--- src/rtl/scale_tare_stable_detector_core_macros.svh ---
// ----------------------------------------------------------------------------
// Assertion macros for the scale tare and stability detector
// Concurrent assertion wrappers; they compile to nothing under NO_ASSERTIONS.
// ----------------------------------------------------------------------------
`ifndef SCALE_TARE_STABLE_DETECTOR_CORE_MACROS_SVH
`define SCALE_TARE_STABLE_DETECTOR_CORE_MACROS_SVH

`ifndef NO_ASSERTIONS
// Implication checked on every rising clock edge outside reset.
`define STSD_ASSERT_IMP(lbl, clk, rst_n, ante, cons, msg) \
  lbl: assert property (@(posedge clk) disable iff (!rst_n) (ante) |-> (cons)) \
    else $error(msg);
// Plain property checked on every rising clock edge outside reset.
`define STSD_ASSERT(lbl, clk, rst_n, prop, msg) \
  lbl: assert property (@(posedge clk) disable iff (!rst_n) (prop)) \
    else $error(msg);
`else
`define STSD_ASSERT_IMP(lbl, clk, rst_n, ante, cons, msg)
`define STSD_ASSERT(lbl, clk, rst_n, prop, msg)
`endif

`endif

--- src/rtl/stsd_pkg.sv ---
// ----------------------------------------------------------------------------
// Scale tare and stability detector package
// Widths, register indexes, status codes and the state and result records.
// ----------------------------------------------------------------------------
package stsd_pkg;

  // Weight and counter widths.
  localparam int SAMPLE_BITS  = 12;
  localparam int COUNT_BITS   = 8;
  localparam int TIME_BITS    = 32;

  // Register widths.
  localparam int LIMIT_BITS    = 12;
  localparam int NEEDED_BITS   = 8;
  localparam int MINW_BITS     = 12;
  localparam int DEBOUNCE_BITS = 16;
  localparam int CFG_DATA_BITS = 16;
  localparam int CFG_IDX_BITS  = 2;

  // Compare widths wide enough for both operands.
  localparam int WGT_CMP_BITS = (SAMPLE_BITS > LIMIT_BITS) ? SAMPLE_BITS : LIMIT_BITS;
  localparam int CNT_CMP_BITS = (COUNT_BITS > NEEDED_BITS) ? COUNT_BITS : NEEDED_BITS;

  // Register reset values.
  localparam logic [LIMIT_BITS-1:0]    STABLE_LIMIT_RST  = LIMIT_BITS'(7);
  localparam logic [NEEDED_BITS-1:0]   STABLE_NEEDED_RST = NEEDED_BITS'(20);
  localparam logic [MINW_BITS-1:0]     MIN_WEIGHT_RST    = MINW_BITS'(1);
  localparam logic [DEBOUNCE_BITS-1:0] PRESS_GAP_RST     = DEBOUNCE_BITS'(300);

  // Register indexes.
  typedef enum logic [CFG_IDX_BITS-1:0] {
    CFG_STABLE_LIMIT  = 2'd0,
    CFG_STABLE_NEEDED = 2'd1,
    CFG_MIN_WEIGHT    = 2'd2,
    CFG_PRESS_GAP     = 2'd3
  } cfg_reg_e;

  // Display status codes.
  typedef enum logic [1:0] {
    ST_SENT       = 2'd0,
    ST_PUBLISHING = 2'd1,
    ST_PLACE_ITEM = 2'd2,
    ST_DETECTING  = 2'd3
  } status_e;

  typedef struct packed {
    logic [LIMIT_BITS-1:0]    stable_limit;
    logic [NEEDED_BITS-1:0]   stable_needed;
    logic [MINW_BITS-1:0]     min_weight;
    logic [DEBOUNCE_BITS-1:0] press_gap;
  } cfg_t;

  typedef struct packed {
    logic [SAMPLE_BITS-1:0] tare;
    logic                   tare_loaded;
    logic [SAMPLE_BITS-1:0] prev_net;
    logic                   prev_valid;
    logic [COUNT_BITS-1:0]  count;
    logic                   published;
    logic                   last_button;
    logic [TIME_BITS-1:0]   last_press_ms;
  } state_t;

  typedef struct packed {
    logic [SAMPLE_BITS-1:0] net_weight;
    logic [SAMPLE_BITS-1:0] tare_value;
    logic [COUNT_BITS-1:0]  stable_run;
    logic                   publish_now;
    logic                   sent_flag;
    logic                   tare_taken;
    status_e                status;
  } result_t;

endpackage

--- src/rtl/stsd_step.sv ---
// ----------------------------------------------------------------------------
// Scale tare and stability detector step logic
// Combinational update of the detector state and the result for one item.
// ----------------------------------------------------------------------------
module stsd_step (
  input  logic [stsd_pkg::SAMPLE_BITS-1:0] sample_i,
  input  logic                             button_level_i,
  input  logic [stsd_pkg::TIME_BITS-1:0]   now_ms_i,
  input  stsd_pkg::cfg_t                   cfg_i,
  input  stsd_pkg::state_t                 state_i,
  output stsd_pkg::state_t                 state_o,
  output stsd_pkg::result_t                result_o
);

  localparam logic [stsd_pkg::COUNT_BITS-1:0] CountMax = '1;

  logic [stsd_pkg::SAMPLE_BITS-1:0] tare_eff;
  logic [stsd_pkg::SAMPLE_BITS-1:0] net;
  logic [stsd_pkg::SAMPLE_BITS-1:0] diff;
  logic [stsd_pkg::TIME_BITS-1:0]   elapsed;
  logic                             press;
  logic                             stable;
  logic                             above_min;
  logic                             below_min;
  logic                             target_met;
  logic                             pulse;
  logic [stsd_pkg::COUNT_BITS-1:0]  cnt0;
  logic [stsd_pkg::COUNT_BITS-1:0]  cnt1;
  logic [stsd_pkg::COUNT_BITS-1:0]  cnt2;
  logic                             pub0;
  logic                             pub1;
  logic                             pub2;

  // The very first item takes its own sample as tare.
  assign tare_eff = state_i.tare_loaded ? state_i.tare : sample_i;
  assign net      = (sample_i > tare_eff) ? (sample_i - tare_eff) : '0;

  // Debounced falling edge of the tare button; elapsed time wraps.
  assign elapsed = now_ms_i - state_i.last_press_ms;
  assign press   = !button_level_i && state_i.last_button &&
                   (elapsed > stsd_pkg::TIME_BITS'(cfg_i.press_gap));

  assign cnt0 = press ? '0 : state_i.count;
  assign pub0 = press ? 1'b0 : state_i.published;

  // Stability compare against the previous net, saturating count.
  assign diff   = (net > state_i.prev_net) ? (net - state_i.prev_net)
                                           : (state_i.prev_net - net);
  assign stable = state_i.prev_valid &&
                  (stsd_pkg::WGT_CMP_BITS'(diff) <
                   stsd_pkg::WGT_CMP_BITS'(cfg_i.stable_limit));
  assign cnt1   = !stable ? '0 :
                  (cnt0 == CountMax) ? cnt0 : cnt0 + stsd_pkg::COUNT_BITS'(1);
  assign pub1   = stable ? pub0 : 1'b0;

  // Publish decision.
  assign above_min  = stsd_pkg::WGT_CMP_BITS'(net) >
                      stsd_pkg::WGT_CMP_BITS'(cfg_i.min_weight);
  assign below_min  = stsd_pkg::WGT_CMP_BITS'(net) <
                      stsd_pkg::WGT_CMP_BITS'(cfg_i.min_weight);
  assign pulse      = (stsd_pkg::CNT_CMP_BITS'(cnt1) >=
                       stsd_pkg::CNT_CMP_BITS'(cfg_i.stable_needed)) &&
                      above_min && !pub1;
  assign pub2       = pub1 || pulse;
  assign cnt2       = pulse ? '0 : cnt1;
  assign target_met = stsd_pkg::CNT_CMP_BITS'(cnt2) >=
                      stsd_pkg::CNT_CMP_BITS'(cfg_i.stable_needed);

  // Next state.
  always_comb begin
    state_o               = state_i;
    state_o.tare          = press ? sample_i : tare_eff;
    state_o.tare_loaded   = 1'b1;
    state_o.prev_net      = net;
    state_o.prev_valid    = 1'b1;
    state_o.count         = cnt2;
    state_o.published     = pub2;
    state_o.last_button   = button_level_i;
    state_o.last_press_ms = press ? now_ms_i : state_i.last_press_ms;
  end

  // Result for this item, status in priority order.
  always_comb begin
    result_o             = '0;
    result_o.net_weight  = net;
    result_o.tare_value  = press ? sample_i : tare_eff;
    result_o.stable_run  = cnt2;
    result_o.publish_now = pulse;
    result_o.sent_flag   = pub2;
    result_o.tare_taken  = press;
    if (pub2 && above_min) begin
      result_o.status = stsd_pkg::ST_SENT;
    end else if (target_met) begin
      result_o.status = stsd_pkg::ST_PUBLISHING;
    end else if (below_min) begin
      result_o.status = stsd_pkg::ST_PLACE_ITEM;
    end else begin
      result_o.status = stsd_pkg::ST_DETECTING;
    end
  end

endmodule

--- src/rtl/scale_tare_stable_detector_core.sv ---
// ----------------------------------------------------------------------------
// Scale tare and stability detector
// Tare capture, debounced re-tare, net weight, stability count and publish.
// ----------------------------------------------------------------------------
// A result passes from the input register through the combinational step
// logic into the result register.
// One item per cycle while the result register is not held by out_stall_i.
// Reset clears the handshake, loads the register defaults and returns the
// detector to its untared state with the button taken as released.
`include "scale_tare_stable_detector_core_macros.svh"

module scale_tare_stable_detector_core (
  input  logic                                clk_i,
  input  logic                                rst_ni,
  // Configuration write port.
  input  logic                                cfg_we_i,
  input  logic [stsd_pkg::CFG_IDX_BITS-1:0]   cfg_index_i,
  input  logic [stsd_pkg::CFG_DATA_BITS-1:0]  cfg_data_i,
  // Input channel.
  input  logic                                in_valid_i,
  output logic                                in_stall_o,
  input  logic [stsd_pkg::SAMPLE_BITS-1:0]    sample_i,
  input  logic                                button_level_i,
  input  logic [stsd_pkg::TIME_BITS-1:0]      now_ms_i,
  // Output channel.
  output logic                                out_valid_o,
  input  logic                                out_stall_i,
  output logic [stsd_pkg::SAMPLE_BITS-1:0]    net_weight_o,
  output logic [stsd_pkg::SAMPLE_BITS-1:0]    tare_value_o,
  output logic [stsd_pkg::COUNT_BITS-1:0]     stable_run_o,
  output logic                                publish_now_o,
  output logic                                sent_flag_o,
  output logic                                tare_taken_o,
  output logic [1:0]                          status_code_o
);

  stsd_pkg::cfg_t                   cfg_q;
  stsd_pkg::state_t                 state_q;
  stsd_pkg::state_t                 state_d;
  stsd_pkg::result_t                result_d;
  stsd_pkg::result_t                result_q;
  logic                             in_valid_q;
  logic [stsd_pkg::SAMPLE_BITS-1:0] sample_q;
  logic                             button_q;
  logic [stsd_pkg::TIME_BITS-1:0]   now_q;
  logic                             out_valid_q;
  logic                             out_free;
  logic                             step_go;
  logic                             in_take;

  // Pipeline control: the result register frees when empty or taken.
  assign out_free   = !out_valid_q || !out_stall_i;
  assign step_go    = in_valid_q && out_free;
  assign in_stall_o = in_valid_q && !out_free;
  assign in_take    = in_valid_i && !in_stall_o;

  // Configuration registers.
  always_ff @(posedge clk_i or negedge rst_ni) begin
    if (!rst_ni) begin
      cfg_q.stable_limit  <= stsd_pkg::STABLE_LIMIT_RST;
      cfg_q.stable_needed <= stsd_pkg::STABLE_NEEDED_RST;
      cfg_q.min_weight    <= stsd_pkg::MIN_WEIGHT_RST;
      cfg_q.press_gap     <= stsd_pkg::PRESS_GAP_RST;
    end else if (cfg_we_i) begin
      case (stsd_pkg::cfg_reg_e'(cfg_index_i))
        stsd_pkg::CFG_STABLE_LIMIT: begin
          cfg_q.stable_limit <= cfg_data_i[stsd_pkg::LIMIT_BITS-1:0];
        end
        stsd_pkg::CFG_STABLE_NEEDED: begin
          cfg_q.stable_needed <= cfg_data_i[stsd_pkg::NEEDED_BITS-1:0];
        end
        stsd_pkg::CFG_MIN_WEIGHT: begin
          cfg_q.min_weight <= cfg_data_i[stsd_pkg::MINW_BITS-1:0];
        end
        stsd_pkg::CFG_PRESS_GAP: begin
          cfg_q.press_gap <= cfg_data_i[stsd_pkg::DEBOUNCE_BITS-1:0];
        end
        default: begin
        end
      endcase
    end
  end

  // Input register.
  always_ff @(posedge clk_i or negedge rst_ni) begin
    if (!rst_ni) begin
      in_valid_q <= 1'b0;
    end else if (in_take) begin
      in_valid_q <= 1'b1;
    end else if (step_go) begin
      in_valid_q <= 1'b0;
    end
  end

  always_ff @(posedge clk_i) begin
    if (in_take) begin
      sample_q <= sample_i;
      button_q <= button_level_i;
      now_q    <= now_ms_i;
    end
  end

  // Step logic for the item in the input register.
  stsd_step u_step (
    .sample_i       (sample_q),
    .button_level_i (button_q),
    .now_ms_i       (now_q),
    .cfg_i          (cfg_q),
    .state_i        (state_q),
    .state_o        (state_d),
    .result_o       (result_d)
  );

  // Detector state advances once per processed item.
  always_ff @(posedge clk_i or negedge rst_ni) begin
    if (!rst_ni) begin
      state_q.tare          <= '0;
      state_q.tare_loaded   <= 1'b0;
      state_q.prev_net      <= '0;
      state_q.prev_valid    <= 1'b0;
      state_q.count         <= '0;
      state_q.published     <= 1'b0;
      state_q.last_button   <= 1'b1;
      state_q.last_press_ms <= '0;
    end else if (step_go) begin
      state_q <= state_d;
    end
  end

  // Result register.
  always_ff @(posedge clk_i or negedge rst_ni) begin
    if (!rst_ni) begin
      out_valid_q <= 1'b0;
    end else if (out_free) begin
      out_valid_q <= step_go;
    end
  end

  always_ff @(posedge clk_i) begin
    if (step_go) begin
      result_q <= result_d;
    end
  end

  assign out_valid_o   = out_valid_q;
  assign net_weight_o  = result_q.net_weight;
  assign tare_value_o  = result_q.tare_value;
  assign stable_run_o  = result_q.stable_run;
  assign publish_now_o = result_q.publish_now;
  assign sent_flag_o   = result_q.sent_flag;
  assign tare_taken_o  = result_q.tare_taken;
  assign status_code_o = result_q.status;

  // A publish pulse sets the flag and restarts the count.
  `STSD_ASSERT_IMP(a_pulse_sets_flag, clk_i, rst_ni, out_valid_q && result_q.publish_now, result_q.sent_flag && (result_q.stable_run == '0), "publish without flag set and count cleared")
  // The sent status is only shown once the weight has been published.
  `STSD_ASSERT_IMP(a_sent_status, clk_i, rst_ni, out_valid_q && (result_q.status == stsd_pkg::ST_SENT), result_q.sent_flag, "sent status without published flag")
  // The input side stalls only behind a held, stalled result.
  `STSD_ASSERT_IMP(a_stall_cause, clk_i, rst_ni, in_stall_o, in_valid_q && out_valid_q && out_stall_i, "input stall without a blocked result")
  // After the first processed item the tare is always loaded.
  `STSD_ASSERT_IMP(a_tare_loaded, clk_i, rst_ni, $past(step_go), state_q.tare_loaded && state_q.prev_valid, "tare not loaded after an item")

endmodule

--- config.mk ---
export PLATFORM = sky130hd
export DESIGN_NAME = scale_tare_stable_detector_core
export DESIGN_NICKNAME = d
export VERILOG_FILES = /design/src/rtl/stsd_pkg.sv /design/src/rtl/stsd_step.sv /design/src/rtl/scale_tare_stable_detector_core.sv
export VERILOG_INCLUDE_DIRS = /design/src /design/src/rtl
export SDC_FILE = /design/constraint.sdc
export NUM_CORES = 1
export LEC_CHECK = 0
export BUFFER_PORTS_ARGS = -buffer_cell sky130_fd_sc_hd__buf_2
export CAP_MARGIN = 20
export CORE_UTILIZATION = 55
export CTS_BUF_LIST = sky130_fd_sc_hd__clkbuf_16
export DETAILED_ROUTE_END_ITERATION = 8
export PLACE_DENSITY = 0.75
export SYNTH_ARGS = -nofsm -noshare
export SYNTH_HDL_FRONTEND = slang
export SYNTH_SLANG_ARGS = --single-unit
--- constraint.sdc ---
create_clock -name clk_i -period 15.7 [get_ports clk_i]
set_clock_uncertainty 0.2 [all_clocks]
set_input_delay 2.355 -clock clk_i [delete_from_list [all_inputs] [get_ports clk_i]]
set_output_delay 2.355 -clock clk_i [all_outputs]
set_load 0.03 [all_outputs]
# [Yosys cells after proc, flatten, opt, wreduce, memory -nomap -nowiden]
# Cells that the tools add are included.
[word_totals] regBits=199 out_inout_bits=39 input_bits=68 wordCells=80
[op_classes] n_addsub=5 order_cmp=8 mux=14 eq_ne=4 reduce_logical=25
[op_table] operator="two-way mux 12 bit" n=4
[op_table] operator="greater-than comparator 12 bit" n=3
[op_table] operator="subtractor 12 bit" n=3
[op_table] operator="greater-than comparator 32 x 16 -> 1 bit" n=1
[op_table] operator="two-way mux 8 bit" n=4
[op_table] operator="subtractor 32 bit" n=1
[op_table] operator="less-than comparator 12 bit" n=2
[op_table] operator=">= comparator 8 bit" n=2
[op_table] operator="AND reduction 2 bit" n=5
[op_table] operator="logical AND 1 bit" n=9
[op_table] operator="adder 8 x 1 -> 8 bit, second input constant" n=1
[op_table] operator="== test 8 bit, second input constant" n=1
[op_table] operator="zero test 1 bit" n=6
[op_table] operator="two-way mux 1 bit" n=6
[op_table] operator="== test 2 bit, second input constant" n=2
[op_table] operator="== test 2 x 1 -> 1 bit, second input constant" n=1
[op_table] operator="zero test 2 bit" n=1
[op_table] operator="logical OR 1 bit" n=2
[op_table] operator="nonzero test 2 bit" n=1
[op_table] operator="OR reduction 2 bit" n=1

# [Depth between registers and ports, before layout]
# Gate-level depths: netlist (run 1).
[depth] word_depth=14 mapped_depth=61 ltp_nobuf=58

# [Modules after synthesis]
# From an unflattened synthesis (run 1), not the netlist that was laid out.
[hier_totals] cells_unflattened=1259 hier_area_um2=13361.6
[by_module_without_submodules] module="scale_tare_stable_detector_core" area_per_inst_um2=6897.9 seq_area_each_um2=5429.0 cells_per_inst=336 n_inst=1
[by_module_without_submodules] module="stsd_step" area_per_inst_um2=6463.7 seq_area_each_um2=0.0 cells_per_inst=923 n_inst=1

# [Least setup slack after synthesis (run 1)]
# Ideal clock, no wire load.
[synth_timing] path_kind="register to register" startpoint="register state_q[42] in the netlist's numbering" endpoint="register result_q, in the netlist status_code_o[0] (data pin)" synth_period_minus_slack_ns=11.239 t_required_ns=15.234 setup_slack_ns=4.461 path_stages_with_launch=61 arrival_time_ns=10.773 setup_time_ns=0.266 path_buffers=4 path_cell_list="dfrtp_1 clkbuf_1 clkbuf_1 mux2i_1 ha_1 nor2b_1 o21ai_0 a21oi_1 o21ai_0 a21oi_1 o21ai_0 a21oi_1 o31a_1 o21ai_0 clkbuf_1 or2_2 ha_1 inv_1 [... 25 more ...] o21ai_0 a21oi_1 nor2b_1 a21oi_1 a41o_1 o21ai_0 ha_1 nand2b_1 a21o_1 a21o_1 a21o_1 a21o_1 a21oi_1 nor2b_1 o21ai_0 nand2b_1 o21ai_0 a31oi_1"
[synth_via] elab_chain_cells=14 elab_cells_between_ends=24 cone_classes="add/sub: 3; order compare: 7; mux: 8; reduce/logical: 6"
[synth_lines] item="from (decl)" line_no="scale_tare_stable_detector_core.sv:38" text="stsd_pkg::state_t state_q;"
[synth_lines] item="from (signal assigned)" line_no="scale_tare_stable_detector_core.sv:126" text="state_q <= state_d;"
[synth_lines] item="two-way mux 12 bit"
[synth_lines] item="subtractor 12 bit or greater-than comparator 12 bit (tied branches)"
[synth_lines] item="two-way mux 12 bit"
[synth_lines] item="subtractor 12 bit (tied with other cells)"
[synth_lines] item="two-way mux 12 bit"
[synth_lines] item="less-than comparator 12 bit"
[synth_lines] item="logical AND 1 bit" line_no="stsd_step.sv:49" text="assign stable = state_i.prev_valid &&"
[synth_lines] item="two-way mux 8 bit" line_no="stsd_step.sv:52" text="assign cnt1 = !stable ? '0 :"
[synth_lines] item=">= comparator 8 bit" line_no="stsd_step.sv:61" text="assign pulse = (stsd_pkg::CNT_CMP_BITS'(cnt1) >="
[synth_lines] item="logical AND 1 bit" line_no="stsd_step.sv:62" text="stsd_pkg::CNT_CMP_BITS'(cfg_i.stable_needed)) &&"
[synth_lines] item="logical AND 1 bit" line_no="stsd_step.sv:63" text="above_min && !pub1;"
[synth_lines] item="two-way mux 8 bit" line_no="stsd_step.sv:65" text="assign cnt2 = pulse ? '0 : cnt1;"
[synth_lines] item=">= comparator 8 bit" line_no="stsd_step.sv:66" text="assign target_met = stsd_pkg::CNT_CMP_BITS'(cnt2) >="
[synth_lines] item="two-way mux 1 bit" line_no="stsd_step.sv:93" text="end else if (target_met) begin"
[synth_lines] item="to (signal assigned)" line_no="scale_tare_stable_detector_core.sv:141" text="result_q <= result_d;"
[synth_lines] item="to (decl)" line_no="scale_tare_stable_detector_core.sv:41" text="stsd_pkg::result_t result_q;"
# Parallel ways exist; a longest one is shown, timed or not.
# A chain may end at the register's enable or synchronous reset.

# [Worst setup path after layout (run 1)]
# Ends and elaborated chain as after synthesis.

==> results of run 1 <==
==> sequential cells by signal, indices dropped and copies added (netlist names), 2 cells and up <==
name	flops
cfg_q	48
net_weight_o	12
now_q	32
sample_q	12
stable_run_o	8
state_q	67
status_code_o	2
tare_value_o	12
==> layout by cell type (no fill, tap or decap), types with 32 or more instances in the layout <==
| cell | count |
|---|---|
| a21o_1 | 32 |
| a21oi_1 | 94 |
| buf_2 | 105 |
| dfrtp_1 | 106 |
| edfxtp_1 | 82 |
| ha_1 | 122 |
| inv_1 | 126 |
| mux2_2 | 65 |
| nand2_1 | 93 |
| nor2_1 | 68 |
| o21ai_0 | 70 |
==> area by class of cell <==
cell class,count,area [um^2],share of cell area
multi-input cells,855,6430,0.463
flip-flops and latches,199,5400,0.390
repair buffers,115,617,0.0445
well taps,280,350,0.0253
inverters,128,480,0.0346
clock buffers,17,425,0.0307
clock inverters,15,169,0.0122
==> kinds of logic after synthesis <==
family          count (synthesis)  synth area share
compound gates                292             0.150
fa+ha+maj                     126             0.129
simple gates                  290             0.114
mux                           105            0.0930
flops                         199             0.434
xor+xnor                       42            0.0295
buf+inv                       165            0.0511
==> power by group through the flow <==
stage                     combinational [W]  clock, W  sequential, W
after global routing                0.00224  0.000471       0.000761
after global placement              0.00192         0       0.000751
after floorplan                     0.00150         0       0.000787
after detailed placement            0.00196         0       0.000756
final                               0.00201  0.000442       0.000746
after CTS                           0.00199  0.000454       0.000746
==> metrics by stage <==
step                      std cells  worst slack [ns]
after floorplan                1219              4.46
after global placement         1575              3.70
after detailed placement       1575              3.33
after CTS                      1607              3.16
after global routing           1609              1.97
final                          1609              3.10
==> how the worst max path moves through the flow <==
| stage | end | from | slack [ns] |
|---|---|---|---|
| floorplan | status_code_o[0]$_SDFFCE_PP0P_ | state_q[42]$_DFFE_PN0P_ | 4.46 |
| global placement | status_code_o[0]$_SDFFCE_PP0P_ | state_q[42]$_DFFE_PN0P_ | 3.70 |
| detailed placement | status_code_o[0]$_SDFFCE_PP0P_ | state_q[42]$_DFFE_PN0P_ | 3.33 |
| CTS | status_code_o[0]$_SDFFCE_PP0P_ | state_q[42]$_DFFE_PN0P_ | 3.16 |
| global route | status_code_o[0]$_SDFFCE_PP0P_ | state_q[42]$_DFFE_PN0P_ | 1.97 |
| finish | status_code_o[0]$_SDFFCE_PP0P_ | state_q[42]$_DFFE_PN0P_ | 3.10 |
==> tightest hold or removal path: stages (launching register included) <==
cell and delay (ns):
dfstp_2 0.38, nand2_1 0.05, nand2_1 0.05
==> metal layers <==
layer  vias to the layer above  global-route usage  share of wire
met2                       196               0.397           0.47
met1                      4476               0.338           0.48
met5                         -                   0              0
met3                        20              0.0412          0.040
li1                       4546                   -              -
met4                         0              0.0606         0.0091
==> results.json, run 1 <==
{
  "path_clk_slew_ns": 0.08,
  "clock_path_buffers": 2,
  "synthTopCellsByArea": "dfrtp_1 21%, edfxtp_1 20%, ha_1 12%, mux2_2 5.9%, inv_1 3.8%",
  "cts.repair.resized": 0,
  "final_util": 0.630,
  "initial_core_util": 0.566,
  "power_frac_comb": 0.628,
  "vias": 9238,
  "cts-htree-levels": 4,
  "vias_per_cell": 5.74,
  "clk_latency_ns": 0.45,
  "synth_common_cells": "126 x inv_1, 122 x ha_1, 106 x dfrtp_1",
  "max-slew-margin-rel": 0.344,
  "fill_cells": 1819,
  "pwr-share-clk": 0.138,
  "final_layout_size_suffix_gt1_frac": 0.190,
  "tightest_slew_ns": 0.981,
  "switching_power_w": 0.00147,
  "grt_pass1_wl_mm": 44.9,
  "reg2regPathDepth": 60,
  "syn-num-nets": 1413,
  "cts_buffers": 17,
  "cp.required_ns": 15.68,
  "slowest_stage": "dfrtp_1",
  "setup_tns_ns": 0,
  "drv_cap": 0,
  "path_common_cell": "o21ai_0",
  "io_pins": 107,
  "yosys_warnings": 0,
  "drc_errors": 4,
  "synth_area_um2": 12500,
  "startpoint_type": "flip-flop",
  "post_synth.cell_area_avg_um2": 10.2,
  "placementRows": 54,
  "max_freq_mhz": 79.4,
  "grt_pass1_vias": 9027,
  "first_pass_iters": 9,
  "gp_congestion": 0.933,
  "synth_most_common_cell": "inv_1",
  "post-synth-top-area-cell": "dfrtp_1",
  "ys_seq_elements": 199,
  "grt.total_usage": 0.243,
  "worstReg2RegStart": "state_q[42]$_DFFE_PN0P_",
  "nNetsFinal": 1510,
  "cts-root-buf": "clkbuf_16",
  "p_sw_frac": 0.461,
  "dieArea_um2": 23300,
  "p_leak_nw": 6.41,
  "placed_cell_area_um2": 13200,
  "critPathKind": "flip-flop to flip-flop",
  "fin_hold_ws_ns": 0.273,
  "cts_tree": "built",
  "cp-end-kind": "flip-flop",
  "powerDensity_nw_per_um2": 230,
  "hold_path_class": "flip-flop to flip-flop",
  "antenna_cells": 0,
  "violations": "design-rule violations",
  "die_w_um": 153,
  "antenna_found_initial": 0,
  "critPathBufInv": 4,
  "drv_slew": 0,
  "final_hold_viol_count": 0,
  "wire_per_inst_um": 16.9,
  "critPathMaxFanout": 17,
  "finalInstanceArea_um2": 13900,
  "seqPwrFrac": 0.233,
  "reg2reg_to": "status_code_o[0]$_SDFFCE_PP0P_",
  "synth_edf_count": 82,
  "period_share": 0.802,
  "routed_wl_mm": 27.2,
  "min_to": "state_q[32]$_DFFE_PN1P_",
  "p_total_w": 0.00320,
  "post-dp-hpwl_mm": 20.6,
  "post_cts_buffers": 0,
  "drt_iter0_markers": 459,
  "fp.coreArea_um2": 22000,
  "synth.distinct_cells": 71,
  "ys_seq_area_frac": 0.434,
  "ys.flop_type": "dfrtp_1",
  "portBuffers": 106,
  "cp.arrival_ns": 12.57,
  "yosys.area.top_type_share": 0.213,
  "gr-total-overflow": 0,
  "cts.sinks": 199,
  "syn_inst": 1219,
  "syn_to_final_growth_pct": 11.3,
  "peakVddDrop_uv": 182,
  "holdPathStages": 2,
  "synth-async-reset-ratio": 0.588,
  "hold_start": "state_q[32]$_DFFE_PN1P_",
  "crit_cells": 60,
  "min_period_ns": 12.60,
  "cts_hold_buf": 0,
  "outcome": "complete, but fails checks",
  "grt_max_degree": 68,
  "setup_viol": 0,
  "die_h_um": 153,
  "rsz0062_at_grt": "false",
  "p_int_w": 0.00172,
  "antenna_left": 0,
  "cp_top_family": "compound AO/OA/AOI/OAI gates",
  "r2r_slack_ns": 3.10,
  "cp_slowest_stage_delay_ns": 0.87
}
Note: power is estimated with default switching activity, not from simulation.
==> run 2: changes to the inputs <==
Clock period 15.7 ns to 11.8 ns, I/O delays scaled along.
==> results.json, run 2 (synthesis gave the netlist of run 1 again) <==
{
  "finalInstanceArea_um2": 13900,
  "path_clk_slew_ns": 0.08,
  "critPathKind": "flip-flop to flip-flop",
  "vias": 9246,
  "critPathMaxFanout": 17,
  "cp.required_ns": 11.78,
  "antenna_found_initial": 0,
  "violations": "design-rule violations",
  "cts_buffers": 17,
  "post-dp-hpwl_mm": 20.5,
  "die_w_um": 153,
  "critPathBufInv": 6,
  "final_layout_size_suffix_gt1_frac": 0.196,
  "drc_errors": 5,
  "fill_cells": 1854,
  "cp_top_family": "compound AO/OA/AOI/OAI gates",
  "largest-register": "state_q",
  "cts-root-buf": "clkbuf_16",
  "cts_hold_buf": 0,
  "die_h_um": 153,
  "slowest_stage": "dfrtp_2",
  "placed_cell_area_um2": 13300,
  "cts_tree": "built",
  "nNetsFinal": 1517,
  "cp_slowest_stage_delay_ns": 0.45,
  "p_leak_nw": 6.44,
  "startpoint_type": "flip-flop",
  "hold_path_class": "flip-flop to flip-flop",
  "antenna_left": 0,
  "rsz0062_at_grt": "false",
  "p_sw_frac": 0.452,
  "cts.sinks": 199,
  "seqPwrFrac": 0.232,
  "layout_commonest_cell": "inv_1",
  "placementRows": 54,
  "min_period_ns": 10.79,
  "top_regs": "state_q: 67 flops, cfg_q: 48 flops, now_q: 32 flops",
  "portBuffers": 106,
  "cp-end-kind": "flip-flop",
  "power_frac_comb": 0.628,
  "drv_cap": 0,
  "switching_power_w": 0.00193,
  "cts-htree-levels": 4,
  "p_int_w": 0.00234,
  "initial_core_util": 0.566,
  "pwr-share-clk": 0.140,
  "setup_tns_ns": 0,
  "max-slew-margin-rel": 0.301,
  "clk_latency_ns": 0.44,
  "syn_to_final_growth_pct": 11.8,
  "io_pins": 107,
  "cp.arrival_ns": 10.77,
  "setup_viol": 0,
  "first_pass_iters": 7,
  "antenna_cells": 0,
  "vias_per_cell": 5.72,
  "outcome": "complete, but fails checks",
  "grt_max_degree": 66,
  "drv_slew": 0,
  "peakVddDrop_uv": 183,
  "gp_congestion": 0.917,
  "wire_per_inst_um": 16.6,
  "gr-total-overflow": 0,
  "drt_iter0_markers": 495,
  "period_share": 0.914,
  "clock_path_buffers": 2,
  "powerDensity_nw_per_um2": 307,
  "final_hold_viol_count": 0,
  "routed_wl_mm": 26.8,
  "grt.total_usage": 0.240,
  "grt_pass1_vias": 9051,
  "fp.coreArea_um2": 22000,
  "tightest_slew_ns": 1.05,
  "max_freq_mhz": 92.7,
  "dieArea_um2": 23300,
  "largest_register_ffs": 67,
  "grt_pass1_wl_mm": 44.7,
  "layout_common_cells": "126 x inv_1, 122 x ha_1, 105 x dfrtp_1, 105 x buf_2, 94 x a21oi_1",
  "path_common_cell": "a21o_1"
}
## run 2: power by group through the flow
stage                     registers (W)  logic, W  clock network, W
after floorplan                 0.00105   0.00200                 0
after global placement         0.000998   0.00259                 0
after detailed placement        0.00101   0.00263                 0
after CTS                      0.000992   0.00265          0.000609
after global routing            0.00101   0.00302          0.000631
final                          0.000991   0.00268          0.000597
## run 2: metal layers
metal / global-route usage / wire [um] / up-vias
li1: - / - / 4535
met1: 0.344 / 13000 / 4431
met2: 0.377 / 12200 / 244
met3: 0.0350 / 1100 / 36
met4: 0.0770 / 513 / 0
met5: 0 / 0 / -
## run 2: repair_timing
item | in CTS | in global routing
setup buffers | 0 | 6
setup endpoints to repair | 0 | 2
gates resized for setup | 0 | 9
## run 2: final timing paths
kind	from	end	slack, ns	cells after the start
setup / recovery	state_q[42]$_DFFE_PN0P_	status_code_o[0]$_SDFFCE_PP0P_	1.01	61
hold / removal	state_q[32]$_DFFE_PN1P_	state_q[32]$_DFFE_PN1P_	0.28	2
setup reg to reg	state_q[42]$_DFFE_PN0P_	status_code_o[0]$_SDFFCE_PP0P_	1.01	61
hold reg to reg	state_q[32]$_DFFE_PN1P_	state_q[32]$_DFFE_PN1P_	0.28	2
max in group asynchronous	rst_ni	state_q[39]$_DFFE_PN0P_	8.95	2
min in group asynchronous	rst_ni	state_q[47]$_DFFE_PN0P_	1.15	1
## run 2: stage by stage
stage | utilization | power, W | hold slack (ns) | cells | setup slack [ns]
floorplan | - | 0.00304 | 0.244 | 1219 | 0.561
global placement | 0.602 | 0.00359 | 0.252 | 1577 | 0.942
detailed placement | 0.602 | 0.00363 | 0.267 | 1577 | 0.671
CTS | 0.629 | 0.00425 | 0.282 | 1609 | 0.623
global route | 0.632 | 0.00467 | 0.294 | 1616 | 0.0512
finish | 0.632 | 0.00427 | 0.278 | 1616 | 1.01
## run 2: worst min-delay path, stage by stage, from the launching register on
cell and delay, ns:
dfstp_2 0.38, nand2_1 0.05, nand2_1 0.05
## run 2: area by class of cell
| type | count | area, um^2 | area share |
|---|---|---|---|
| Inverter | 128 | 480 | 0.0345 |
| Clock buffer | 17 | 425 | 0.0305 |
| Sequential cell | 199 | 5410 | 0.388 |
| Multi-Input combinational cell | 855 | 6430 | 0.462 |
| Clock inverter | 15 | 178 | 0.0128 |
| Timing Repair Buffer | 122 | 658 | 0.0472 |
| Tap cell | 280 | 350 | 0.0252 |
